**src/ifx_pkg.sv**
```systemverilog
// shared types and constants of the infix expression evaluator
package ifx_pkg;

	localparam logic [2:0] OP_PLUS   = 3'd0;
	localparam logic [2:0] OP_MINUS  = 3'd1;
	localparam logic [2:0] OP_TIMES  = 3'd2;
	localparam logic [2:0] OP_DIVIDE = 3'd3;
	localparam logic [2:0] OP_EQUALS = 3'd4;

	localparam logic CMD_NUMBER   = 1'b0;
	localparam logic CMD_OPERATOR = 1'b1;

	localparam logic [1:0] ST_OK    = 2'd0;
	localparam logic [1:0] ST_DIVZ  = 2'd1;
	localparam logic [1:0] ST_ORDER = 2'd2;

	localparam int Q_DEPTH = 2;

	typedef enum logic [2:0] {
		TK_NUM,
		TK_ADD,
		TK_SUB,
		TK_MUL,
		TK_DIV,
		TK_EQ,
		TK_BAD
	} tok_kind_t;

	typedef enum logic [1:0] {
		MOP_NONE,
		MOP_TIMES,
		MOP_DIVIDE
	} mul_op_t;

	typedef enum logic {
		BK_FETCH,
		BK_WAIT
	} back_state_t;

	typedef enum logic [1:0] {
		MDU_IDLE,
		MDU_RUN,
		MDU_DONE
	} mdu_state_t;

	typedef struct packed {
		logic      valid;
		tok_kind_t kind;
	} tok_ctrl_t;

	typedef struct packed {
		logic start;
		logic is_div;
	} mdu_req_t;

endpackage

```
**src/ifx_front.sv**
```systemverilog
// token intake: classifies tokens and queues them for the evaluation side
module ifx_front #(
	parameter int DATA_WIDTH = 32
) (
	input  logic                    clk,
	input  logic                    arst_n,
	input  logic                    in_valid,
	output logic                    in_ready,
	input  logic                    in_command,
	input  logic [DATA_WIDTH-1:0]   in_value,
	input  logic [2:0]              in_op,
	output ifx_pkg::tok_ctrl_t      tok,
	output logic [DATA_WIDTH-1:0]   tok_value,
	input  logic                    tok_pop
);

	localparam int PTR_W = (ifx_pkg::Q_DEPTH > 1) ? $clog2(ifx_pkg::Q_DEPTH) : 1;
	localparam int CNT_W = $clog2(ifx_pkg::Q_DEPTH + 1);

	ifx_pkg::tok_kind_t    kind_q [ifx_pkg::Q_DEPTH];
	logic [DATA_WIDTH-1:0] value_q [ifx_pkg::Q_DEPTH];
	logic [PTR_W-1:0]      wr_ptr_q;
	logic [PTR_W-1:0]      rd_ptr_q;
	logic [CNT_W-1:0]      count_q;
	ifx_pkg::tok_kind_t    in_kind;
	logic                  push;
	logic                  pop;

	always_comb begin
		if (in_command == ifx_pkg::CMD_NUMBER) begin
			in_kind = ifx_pkg::TK_NUM;
		end else begin
			case (in_op)
				ifx_pkg::OP_PLUS:   in_kind = ifx_pkg::TK_ADD;
				ifx_pkg::OP_MINUS:  in_kind = ifx_pkg::TK_SUB;
				ifx_pkg::OP_TIMES:  in_kind = ifx_pkg::TK_MUL;
				ifx_pkg::OP_DIVIDE: in_kind = ifx_pkg::TK_DIV;
				ifx_pkg::OP_EQUALS: in_kind = ifx_pkg::TK_EQ;
				default:            in_kind = ifx_pkg::TK_BAD;
			endcase
		end
	end

	assign in_ready  = (count_q != CNT_W'(ifx_pkg::Q_DEPTH));
	assign push      = in_valid && in_ready;
	assign pop       = tok_pop && tok.valid;
	assign tok.valid = (count_q != '0);
	assign tok.kind  = kind_q[rd_ptr_q];
	assign tok_value = value_q[rd_ptr_q];

	always_ff @(posedge clk) begin
		if (push) begin
			kind_q[wr_ptr_q]  <= in_kind;
			value_q[wr_ptr_q] <= in_value;
		end
	end

	always_ff @(posedge clk or negedge arst_n) begin
		if (!arst_n) begin
			wr_ptr_q <= '0;
			rd_ptr_q <= '0;
			count_q  <= '0;
		end else begin
			if (push) begin
				wr_ptr_q <= (wr_ptr_q == PTR_W'(ifx_pkg::Q_DEPTH - 1)) ? '0 : wr_ptr_q + 1'b1;
			end
			if (pop) begin
				rd_ptr_q <= (rd_ptr_q == PTR_W'(ifx_pkg::Q_DEPTH - 1)) ? '0 : rd_ptr_q + 1'b1;
			end
			if (push && !pop) begin
				count_q <= count_q + 1'b1;
			end else if (pop && !push) begin
				count_q <= count_q - 1'b1;
			end
		end
	end

endmodule

```
**src/ifx_mdu.sv**
```systemverilog
// iterative multiplier and truncating signed divider, one bit per cycle
module ifx_mdu #(
	parameter int DATA_WIDTH = 32
) (
	input  logic                  clk,
	input  logic                  arst_n,
	input  ifx_pkg::mdu_req_t     req,
	input  logic [DATA_WIDTH-1:0] a,
	input  logic [DATA_WIDTH-1:0] b,
	output logic                  done,
	output logic [DATA_WIDTH-1:0] result
);

	localparam int CNT_W = (DATA_WIDTH > 1) ? $clog2(DATA_WIDTH) : 1;

	ifx_pkg::mdu_state_t   state_q;
	ifx_pkg::mdu_state_t   state_d;
	logic [CNT_W-1:0]      cnt_q;
	logic                  is_div_q;
	logic                  neg_q;
	logic [DATA_WIDTH-1:0] acc_q;
	logic [DATA_WIDTH-1:0] sh_q;
	logic [DATA_WIDTH-1:0] op_q;
	logic [DATA_WIDTH:0]   rem_sh;
	logic [DATA_WIDTH:0]   diff;
	logic [DATA_WIDTH-1:0] mag_a;
	logic [DATA_WIDTH-1:0] mag_b;
	logic                  last_step;

	assign mag_a     = a[DATA_WIDTH-1] ? (~a + 1'b1) : a;
	assign mag_b     = b[DATA_WIDTH-1] ? (~b + 1'b1) : b;
	assign rem_sh    = {acc_q, sh_q[DATA_WIDTH-1]};
	assign diff      = rem_sh - {1'b0, op_q};
	assign last_step = (cnt_q == CNT_W'(DATA_WIDTH - 1));

	always_comb begin
		state_d = state_q;
		done    = 1'b0;
		case (state_q)
			ifx_pkg::MDU_IDLE: begin
				if (req.start) state_d = ifx_pkg::MDU_RUN;
			end
			ifx_pkg::MDU_RUN: begin
				if (last_step) state_d = ifx_pkg::MDU_DONE;
			end
			ifx_pkg::MDU_DONE: begin
				done    = 1'b1;
				state_d = ifx_pkg::MDU_IDLE;
			end
			default: state_d = ifx_pkg::MDU_IDLE;
		endcase
	end

	always_comb begin
		if (is_div_q) begin
			result = neg_q ? (~sh_q + 1'b1) : sh_q;
		end else begin
			result = acc_q;
		end
	end

	always_ff @(posedge clk or negedge arst_n) begin
		if (!arst_n) begin
			state_q <= ifx_pkg::MDU_IDLE;
			cnt_q   <= '0;
		end else begin
			state_q <= state_d;
			if (state_q == ifx_pkg::MDU_RUN) begin
				cnt_q <= cnt_q + 1'b1;
			end else begin
				cnt_q <= '0;
			end
		end
	end

	always_ff @(posedge clk) begin
		if (state_q == ifx_pkg::MDU_IDLE && req.start) begin
			is_div_q <= req.is_div;
			acc_q    <= '0;
			if (req.is_div) begin
				neg_q <= a[DATA_WIDTH-1] ^ b[DATA_WIDTH-1];
				sh_q  <= mag_a;
				op_q  <= mag_b;
			end else begin
				neg_q <= 1'b0;
				sh_q  <= b;
				op_q  <= a;
			end
		end else if (state_q == ifx_pkg::MDU_RUN) begin
			if (is_div_q) begin
				sh_q <= {sh_q[DATA_WIDTH-2:0], !diff[DATA_WIDTH]};
				acc_q <= diff[DATA_WIDTH] ? rem_sh[DATA_WIDTH-1:0] : diff[DATA_WIDTH-1:0];
			end else begin
				if (sh_q[0]) acc_q <= acc_q + op_q;
				op_q <= {op_q[DATA_WIDTH-2:0], 1'b0};
				sh_q <= {1'b0, sh_q[DATA_WIDTH-1:1]};
			end
		end
	end

endmodule

```
**src/ifx_back.sv**
```systemverilog
// evaluation side: precedence state, arithmetic sequencing and result register
module ifx_back #(
	parameter int DATA_WIDTH = 32
) (
	input  logic                  clk,
	input  logic                  arst_n,
	input  ifx_pkg::tok_ctrl_t    tok,
	input  logic [DATA_WIDTH-1:0] tok_value,
	output logic                  tok_pop,
	output logic                  out_valid,
	input  logic                  out_ready,
	output logic [DATA_WIDTH-1:0] out_value,
	output logic [1:0]            out_status
);

	ifx_pkg::back_state_t  state_q;
	ifx_pkg::back_state_t  state_d;
	logic [DATA_WIDTH-1:0] sum_q;
	logic [DATA_WIDTH-1:0] term_q;
	logic                  minus_q;
	ifx_pkg::mul_op_t      mop_q;
	logic                  expect_q;
	logic [1:0]            err_q;
	logic                  out_valid_q;
	logic [DATA_WIDTH-1:0] out_value_q;
	logic [1:0]            out_status_q;
	logic [DATA_WIDTH-1:0] fold;
	logic [1:0]            err_order;
	logic                  out_free;
	logic                  div_zero;
	ifx_pkg::mdu_req_t     mdu_req;
	logic                  mdu_done;
	logic [DATA_WIDTH-1:0] mdu_result;

	ifx_mdu #(
		.DATA_WIDTH(DATA_WIDTH)
	) u_mdu (
		.clk    (clk),
		.arst_n (arst_n),
		.req    (mdu_req),
		.a      (term_q),
		.b      (tok_value),
		.done   (mdu_done),
		.result (mdu_result)
	);

	assign fold      = minus_q ? (sum_q - term_q) : (sum_q + term_q);
	assign err_order = (err_q == ifx_pkg::ST_OK) ? ifx_pkg::ST_ORDER : err_q;
	assign out_free  = !out_valid_q || out_ready;
	assign div_zero  = (mop_q == ifx_pkg::MOP_DIVIDE) && (tok_value == '0);

	always_comb begin
		state_d        = state_q;
		tok_pop        = 1'b0;
		mdu_req.start  = 1'b0;
		mdu_req.is_div = (mop_q == ifx_pkg::MOP_DIVIDE);
		case (state_q)
			ifx_pkg::BK_FETCH: begin
				if (tok.valid && (tok.kind != ifx_pkg::TK_EQ || out_free)) begin
					tok_pop = 1'b1;
					if (tok.kind == ifx_pkg::TK_NUM && expect_q &&
					    mop_q != ifx_pkg::MOP_NONE && !div_zero) begin
						mdu_req.start = 1'b1;
						state_d       = ifx_pkg::BK_WAIT;
					end
				end
			end
			ifx_pkg::BK_WAIT: begin
				if (mdu_done) state_d = ifx_pkg::BK_FETCH;
			end
			default: state_d = ifx_pkg::BK_FETCH;
		endcase
	end

	always_ff @(posedge clk or negedge arst_n) begin
		if (!arst_n) begin
			state_q <= ifx_pkg::BK_FETCH;
		end else begin
			state_q <= state_d;
		end
	end

	always_ff @(posedge clk or negedge arst_n) begin
		if (!arst_n) begin
			sum_q       <= '0;
			term_q      <= '0;
			minus_q     <= 1'b0;
			mop_q       <= ifx_pkg::MOP_NONE;
			expect_q    <= 1'b1;
			err_q       <= ifx_pkg::ST_OK;
			out_valid_q <= 1'b0;
		end else begin
			if (tok_pop && tok.kind == ifx_pkg::TK_EQ) begin
				out_valid_q <= 1'b1;
			end else if (out_ready) begin
				out_valid_q <= 1'b0;
			end
			if (mdu_done) begin
				term_q   <= mdu_result;
				expect_q <= 1'b0;
			end
			if (tok_pop) begin
				case (tok.kind)
					ifx_pkg::TK_NUM: begin
						if (!expect_q) begin
							err_q <= err_order;
						end else if (mop_q == ifx_pkg::MOP_NONE) begin
							term_q   <= tok_value;
							expect_q <= 1'b0;
						end else if (div_zero) begin
							term_q   <= '0;
							expect_q <= 1'b0;
							if (err_q == ifx_pkg::ST_OK) err_q <= ifx_pkg::ST_DIVZ;
						end
					end
					ifx_pkg::TK_ADD, ifx_pkg::TK_SUB: begin
						if (expect_q) begin
							err_q <= err_order;
						end else begin
							sum_q    <= fold;
							minus_q  <= (tok.kind == ifx_pkg::TK_SUB);
							term_q   <= '0;
							mop_q    <= ifx_pkg::MOP_NONE;
							expect_q <= 1'b1;
						end
					end
					ifx_pkg::TK_MUL, ifx_pkg::TK_DIV: begin
						if (expect_q) begin
							err_q <= err_order;
						end else begin
							mop_q    <= (tok.kind == ifx_pkg::TK_MUL) ?
							            ifx_pkg::MOP_TIMES : ifx_pkg::MOP_DIVIDE;
							expect_q <= 1'b1;
						end
					end
					ifx_pkg::TK_EQ: begin
						sum_q       <= '0;
						term_q      <= '0;
						minus_q     <= 1'b0;
						mop_q       <= ifx_pkg::MOP_NONE;
						expect_q    <= 1'b1;
						err_q       <= ifx_pkg::ST_OK;
					end
					default: begin
						err_q <= err_order;
					end
				endcase
			end
		end
	end

	always_ff @(posedge clk) begin
		if (tok_pop && tok.kind == ifx_pkg::TK_EQ) begin
			out_value_q  <= fold;
			out_status_q <= expect_q ? err_order : err_q;
		end
	end

	assign out_valid  = out_valid_q;
	assign out_value  = out_value_q;
	assign out_status = out_status_q;

	a_result_from_equals: assert property (@(posedge clk) disable iff (!arst_n)
		$rose(out_valid_q) |-> $past(tok_pop && tok.kind == ifx_pkg::TK_EQ))
		else $error("result raised without equals transaction");

	a_done_while_waiting: assert property (@(posedge clk) disable iff (!arst_n)
		mdu_done |-> state_q == ifx_pkg::BK_WAIT)
		else $error("arithmetic unit finished outside wait state");

	a_no_pop_while_busy: assert property (@(posedge clk) disable iff (!arst_n)
		state_q == ifx_pkg::BK_WAIT |-> !tok_pop)
		else $error("token taken while arithmetic unit busy");

	a_error_sticky: assert property (@(posedge clk) disable iff (!arst_n)
		(err_q != ifx_pkg::ST_OK && !(tok_pop && tok.kind == ifx_pkg::TK_EQ))
		|=> $stable(err_q))
		else $error("sticky error changed before equals");

endmodule

```
**src/infix_expression_evaluator.sv**
```systemverilog
// top level of the infix expression evaluator
//
// Tokens arrive on the s_axis channel, one per transaction: tuser says number
// or operator, tdata carries the operand and the operator code. Tokens must
// alternate number, operator and end with equals; times and divide bind
// tighter than plus and minus, and arithmetic wraps at DATA_WIDTH bits.
// Each equals token produces one transaction on m_axis with the value and a
// status (ok, division by zero, token out of order); the first error sticks.
// A two-entry token queue sits in front of the evaluation logic. A number
// that follows times or divide occupies the shared shift-add / restoring
// divide unit, and no further token is taken from the queue until that
// unit is done. The result is registered in the output register when
// equals is taken from the head of the queue. While m_axis_tready is low a
// finished result waits in that register and further tokens keep being
// evaluated; only the next equals waits. arst_n clears the queue, the
// output valid flag and the expression state.
module infix_expression_evaluator #(
	parameter  int DATA_WIDTH = 32,
	localparam int IN_W       = ((DATA_WIDTH + 3 + 7) / 8) * 8,
	localparam int OUT_W      = ((DATA_WIDTH + 2 + 7) / 8) * 8
) (
	input  logic             clk,
	input  logic             arst_n,
	input  logic             s_axis_tvalid,
	output logic             s_axis_tready,
	input  logic [IN_W-1:0]  s_axis_tdata,  // number_value, operator_code, zero pad
	input  logic             s_axis_tuser,  // command
	output logic             m_axis_tvalid,
	input  logic             m_axis_tready,
	output logic [OUT_W-1:0] m_axis_tdata   // expression_value, status, zero pad
);

	ifx_pkg::tok_ctrl_t    tok;
	logic [DATA_WIDTH-1:0] tok_value;
	logic                  tok_pop;
	logic [DATA_WIDTH-1:0] out_value;
	logic [1:0]            out_status;

	ifx_front #(
		.DATA_WIDTH(DATA_WIDTH)
	) u_front (
		.clk        (clk),
		.arst_n     (arst_n),
		.in_valid   (s_axis_tvalid),
		.in_ready   (s_axis_tready),
		.in_command (s_axis_tuser),
		.in_value   (s_axis_tdata[DATA_WIDTH-1:0]),
		.in_op      (s_axis_tdata[DATA_WIDTH+2:DATA_WIDTH]),
		.tok        (tok),
		.tok_value  (tok_value),
		.tok_pop    (tok_pop)
	);

	ifx_back #(
		.DATA_WIDTH(DATA_WIDTH)
	) u_back (
		.clk        (clk),
		.arst_n     (arst_n),
		.tok        (tok),
		.tok_value  (tok_value),
		.tok_pop    (tok_pop),
		.out_valid  (m_axis_tvalid),
		.out_ready  (m_axis_tready),
		.out_value  (out_value),
		.out_status (out_status)
	);

	assign m_axis_tdata = OUT_W'({out_status, out_value});

endmodule
```
**config.mk**
```make
export PLATFORM = sky130hd
export DESIGN_NAME = infix_expression_evaluator
export DESIGN_NICKNAME = d
export VERILOG_FILES = /design/src/ifx_pkg.sv /design/src/ifx_front.sv /design/src/ifx_mdu.sv /design/src/ifx_back.sv /design/src/infix_expression_evaluator.sv
export SDC_FILE = /design/constraint.sdc
export NUM_CORES = 1
export LEC_CHECK = 0
export ABC_AREA = 1
export BUFFER_PORTS_ARGS = -buffer_cell sky130_fd_sc_hd__buf_2
export CAP_MARGIN = 20
export CORE_ASPECT_RATIO = 0.75
export CORE_MARGIN = 5
export CORE_UTILIZATION = 45
export CTS_BUF_LIST = sky130_fd_sc_hd__clkbuf_8
export DETAILED_ROUTE_END_ITERATION = 8
export HOLD_SLACK_MARGIN = 0.08
export SETUP_SLACK_MARGIN = 0.05
export SLEW_MARGIN = 40
export SYNTH_ARGS = -nofsm -noshare
export SYNTH_HDL_FRONTEND = slang
export SYNTH_SLANG_ARGS = --single-unit
```
**constraint.sdc**
```tcl
create_clock -name clk -period 7.36 [get_ports clk]
set_input_delay 0.368 -clock clk [delete_from_list [all_inputs] [get_ports clk]]
set_output_delay 0.368 -clock clk [all_outputs]
set_load 0.02 [all_outputs]
```
==> impl_metrics.tcl <==
set metrics [dict create \
    worst_ep_arrival_time_ns 5.16 \
    start_util_pct 45.41 \
    route.detailed.vias_per_inst 5.693 \
    post_synth_and_or_nand_nor_area_fraction_pct 31.29 \
    maximum_fanout_encountered_on_the_critical_timing_path 39 \
    internal-power_mw 5.894 \
    power_per_cell_area_mw_per_mm2 523.1 \
    antenna_violations_before_repair 0 \
    floorplan.die.width_um 273.1 \
    first_global_vias 22055 \
    fin_worst_skew_ns 0.04276 \
    synth-adder-area-share_pct 5.667 \
    pin_count 87 \
    yosys_warnings 0 \
    antenna_cells 0 \
    critPathLaunchType "flip-flop" \
    yosysMostFrequentCell "sky130_fd_sc_hd__nand2_1" \
    worst-slew-pin-transition_ns 0.9083 \
    worst_ir_drop_vdd_mv 0.2683 \
    power.switching_mw 7.624 \
    detailedPlacementHpwl_um 73410 \
    combPwrFrac_pct 65.9 \
    ys_ff_latch 285 \
    placementRows 72 \
    dr.first_iter.drc_count 3369 \
    vias 24777 \
    final_min_period_over_clock_period_pct 66.45 \
    routedWlPerCell_um 21.66 \
    synth-edff-count 170 \
    synth.cell_area_mm2 0.02336 \
    sw_frac_of_total_pct 56.40 \
    clock.fmax_mhz 204.5 \
    tritoncts "built" \
    rsz0062_at_grt "false" \
    drive_gt1_share_pct 6.632 \
    grt_first_pass_wirelength_um 140000 \
    final_core_utilization_pct 50.24 \
    clockRootBuffer "sky130_fd_sc_hd__clkbuf_8" \
    place.port_buffers 75 \
    synth.distinct_cells 54 \
    synth_area_leaders "sky130_fd_sc_hd__edfxtp_1, sky130_fd_sc_hd__nand2_1, sky130_fd_sc_hd__dfrtp_1" \
    gp_congestion 1.028 \
    outcome "finished clean" \
    yosys-top-cells-count "sky130_fd_sc_hd__nand2_1, sky130_fd_sc_hd__inv_1, sky130_fd_sc_hd__nor2_1" \
    synth.yosys.seq_area_share_pct 33.50 \
    tritoncts.num_buffers 51 \
    routed_wire_length_um 94250 \
    path_clk_slew_ns 0.07 \
    power_mw 13.52 \
    place_inst 4223 \
    setup_tns_final_ns 0 \
    post-synth-top-area-fraction_pct 21.86 \
    dieArea_mm2 0.05661 \
    clk_path_buf_depth 3 \
    flow.area_growth_from_synthesis_pct 10.63 \
    worst_hold_path.num_cells 2 \
    clkPwrFrac_pct 12.7 \
    worstHoldPathType "input pin to flip-flop" \
    clock_sink_count 285 \
    post-route-drc-count 0 \
    fp.dieH_um 207.3 \
    cp_data_required_time_ns 7.63 \
    ys_async_rst_share_pct 29.12 \
    hold_viol_final 0 \
    layout.filler_cells 5314 \
    clk-insertion-delay-late_ns 0.65 \
    yosys_most_used_dff "sky130_fd_sc_hd__edfxtp_1" \
    gr-usage-all-layers_pct 32.20 \
    leakagePower_nw 12.52 \
    overflow 0 \
    grt_max_degree 110 \
    post_synth_inst_count 3534 \
    final_max_slew_violation_count 0 \
    worst-r2r-cell-count 14 \
    firstDrtPassIters 6 \
    final_cells 4352 \
    sequentialPowerShare_pct 21.4 \
    synth_largest_area_cell "sky130_fd_sc_hd__edfxtp_1" \
    fin_nets 3758 \
    worst-setup-path-type "flip-flop to flip-flop" \
    fin_crit_ns 4.891 \
    slew_headroom_pct 38.98 \
    maxCapViolations 0 \
    synthXorXnorAreaFrac_pct 2.287 \
    synth_compound_area_share_pct 16.71 \
    syn_avg_cell_area_um2 6.609 \
    setup_viol 0 \
    synth_top_family_by_area "simple AND/OR/NAND/NOR gates" \
    cp-end-kind "flip-flop" \
    core_mm2 0.05144 \
    antenna_left 0 \
    postCtsResizedCells 0 \
    h-tree-depth 2 \
    synthMuxAreaShare_pct 0 \
]
stage by stage:
stage / setup slack [ns] / hold slack, ns / cell area [um^2]
2_1_floorplan: 3.427 / 0.07241 / 23380
3_3_place_gp: 2.455 / 0.4031 / 24270
3_5_place_dp: 2.595 / 0.4144 / 24350
4_1_cts: 2.604 / 0.09939 / 25830
5_1_grt: 2.214 / 0.1256 / 25840
6_report: 2.469 / 0.1294 / 25840
flip-flops by register name, indices dropped and copies added, names as in the netlist, 5 cells and up:
name,count
u_back.out_value,32
u_back.sum_q,32
u_back.term_q,32
u_back.u_mdu.acc_q,32
u_back.u_mdu.cnt_q,5
u_back.u_mdu.op_q,32
u_back.u_mdu.sh_q,32
u_front.kind_q,6
u_front.value_q,64
placed cells by master (no fill, tap or decap), types with 10 or more instances in the layout:
cell,synthesis,routed
sky130_fd_sc_hd__nand4_1,47,47
sky130_fd_sc_hd__a21boi_0,17,17
sky130_fd_sc_hd__or2_2,11,11
sky130_fd_sc_hd__o21bai_1,11,11
sky130_fd_sc_hd__nand3b_1,13,13
sky130_fd_sc_hd__and2_1,12,12
sky130_fd_sc_hd__dfrtp_1,82,81
sky130_fd_sc_hd__o22ai_1,49,49
sky130_fd_sc_hd__a21o_1,10,10
sky130_fd_sc_hd__clkbuf_8,0,56
sky130_fd_sc_hd__a31oi_1,12,12
sky130_fd_sc_hd__buf_2,12,74
sky130_fd_sc_hd__buf_4,9,20
sky130_fd_sc_hd__dfxtp_1,32,32
sky130_fd_sc_hd__a21oi_1,212,211
sky130_fd_sc_hd__xnor2_1,21,21
sky130_fd_sc_hd__nor2_1,288,283
sky130_fd_sc_hd__o21ai_2,17,21
sky130_fd_sc_hd__nand2_1,1071,1070
sky130_fd_sc_hd__o21a_1,10,10
sky130_fd_sc_hd__dlygate4sd3_1,0,36
sky130_fd_sc_hd__o21ai_0,284,280
sky130_fd_sc_hd__o211ai_1,21,21
sky130_fd_sc_hd__ha_1,101,101
sky130_fd_sc_hd__xor2_1,40,40
sky130_fd_sc_hd__nor3_1,41,40
sky130_fd_sc_hd__clkinv_1,4,11
sky130_fd_sc_hd__edfxtp_1,170,170
sky130_fd_sc_hd__o21ai_1,39,38
sky130_fd_sc_hd__inv_1,485,496
sky130_fd_sc_hd__nand3_1,262,262
critical path, stage by stage, from the launching register on:
cell and delay, ns:
sky130_fd_sc_hd__dfrtp_2 0.85, sky130_fd_sc_hd__buf_4 0.46, sky130_fd_sc_hd__nand2_1 0.12, sky130_fd_sc_hd__o21ai_2 0.24, sky130_fd_sc_hd__ha_1 0.46, sky130_fd_sc_hd__nand3_1 0.15
sky130_fd_sc_hd__nor2_1 0.22, sky130_fd_sc_hd__nand2_1 0.14, sky130_fd_sc_hd__nor2_2 0.15, sky130_fd_sc_hd__nand3_2 0.18, sky130_fd_sc_hd__nand4_2 0.11, sky130_fd_sc_hd__buf_4 0.42
sky130_fd_sc_hd__nor2_4 0.15, sky130_fd_sc_hd__inv_2 0.37, sky130_fd_sc_hd__nand2_4 0.41
power groups by stage:
stage               clock (mW)  combinational, mW  sequential, mW
floorplan                    0               5.87            2.76
global placement             0               8.40            2.90
detailed placement           0               8.52            2.91
CTS                       1.74               8.57            2.88
global route              1.81               9.75            2.95
finish                    1.71               8.91            2.90
cell families (layout without fill, tap and decap cells):
family	count (synthesis)	count (layout)
compound gates	703	703
xor+xnor	61	61
fa+ha+maj	104	104
buf+inv	614	724
flops	285	285
other cells	1	6
simple gates	1766	1766
final cells by class:
class                           count  area [um^2]  area share (%)
Multi-Input combinational cell   2640        13180           50.99
Sequential cell                   285         7825           30.28
Inverter                          495         1858           7.190
Timing Repair Buffer              136        980.9           3.796
Tap cell                          703        879.6           3.404
Clock buffer                       56        770.7           2.983
Clock inverter                     37        350.3           1.356
routing by layer:
| layer | part of all wire, % | vias to the layer above | track usage [%] | routed length [um] |
|---|---|---|---|---|
| li1 | - | 11776 | - | - |
| met2 | 36 | 1225 | 40.20 | 34040 |
| met4 | 1.8 | 4 | 5.860 | 1663 |
| met3 | 13 | 96 | 12.50 | 12620 |
| met1 | 49 | 11676 | 51.40 | 45720 |
| met5 | 0.23 | - | 2.971 | 217 |
worst paths after layout:
path                                        from                 endpoint  slack (ns)
setup reg to reg                u_front.rd_ptr_q    u_back.u_mdu.sh_q[29]        2.47
min in group asynchronous                 arst_n         u_front.wr_ptr_q        0.29
setup / recovery                u_front.rd_ptr_q    u_back.u_mdu.sh_q[29]        2.47
max in group asynchronous                 arst_n  u_back.u_mdu.state_q[0]        5.91
hold / removal                  s_axis_tdata[33]     u_front.kind_q[0][1]        0.13
hold reg to reg            u_back.u_mdu.cnt_q[0]    u_back.u_mdu.cnt_q[0]        0.47
what timing repair did:
item | 4_1_cts | 5_1_grt
buffers inserted | 0 | 0
hold buffers | 36 | 0
hold endpoints to repair | 107 | 0
setup endpoints to repair | 0 | 0
(Power assumes the default switching activity.)
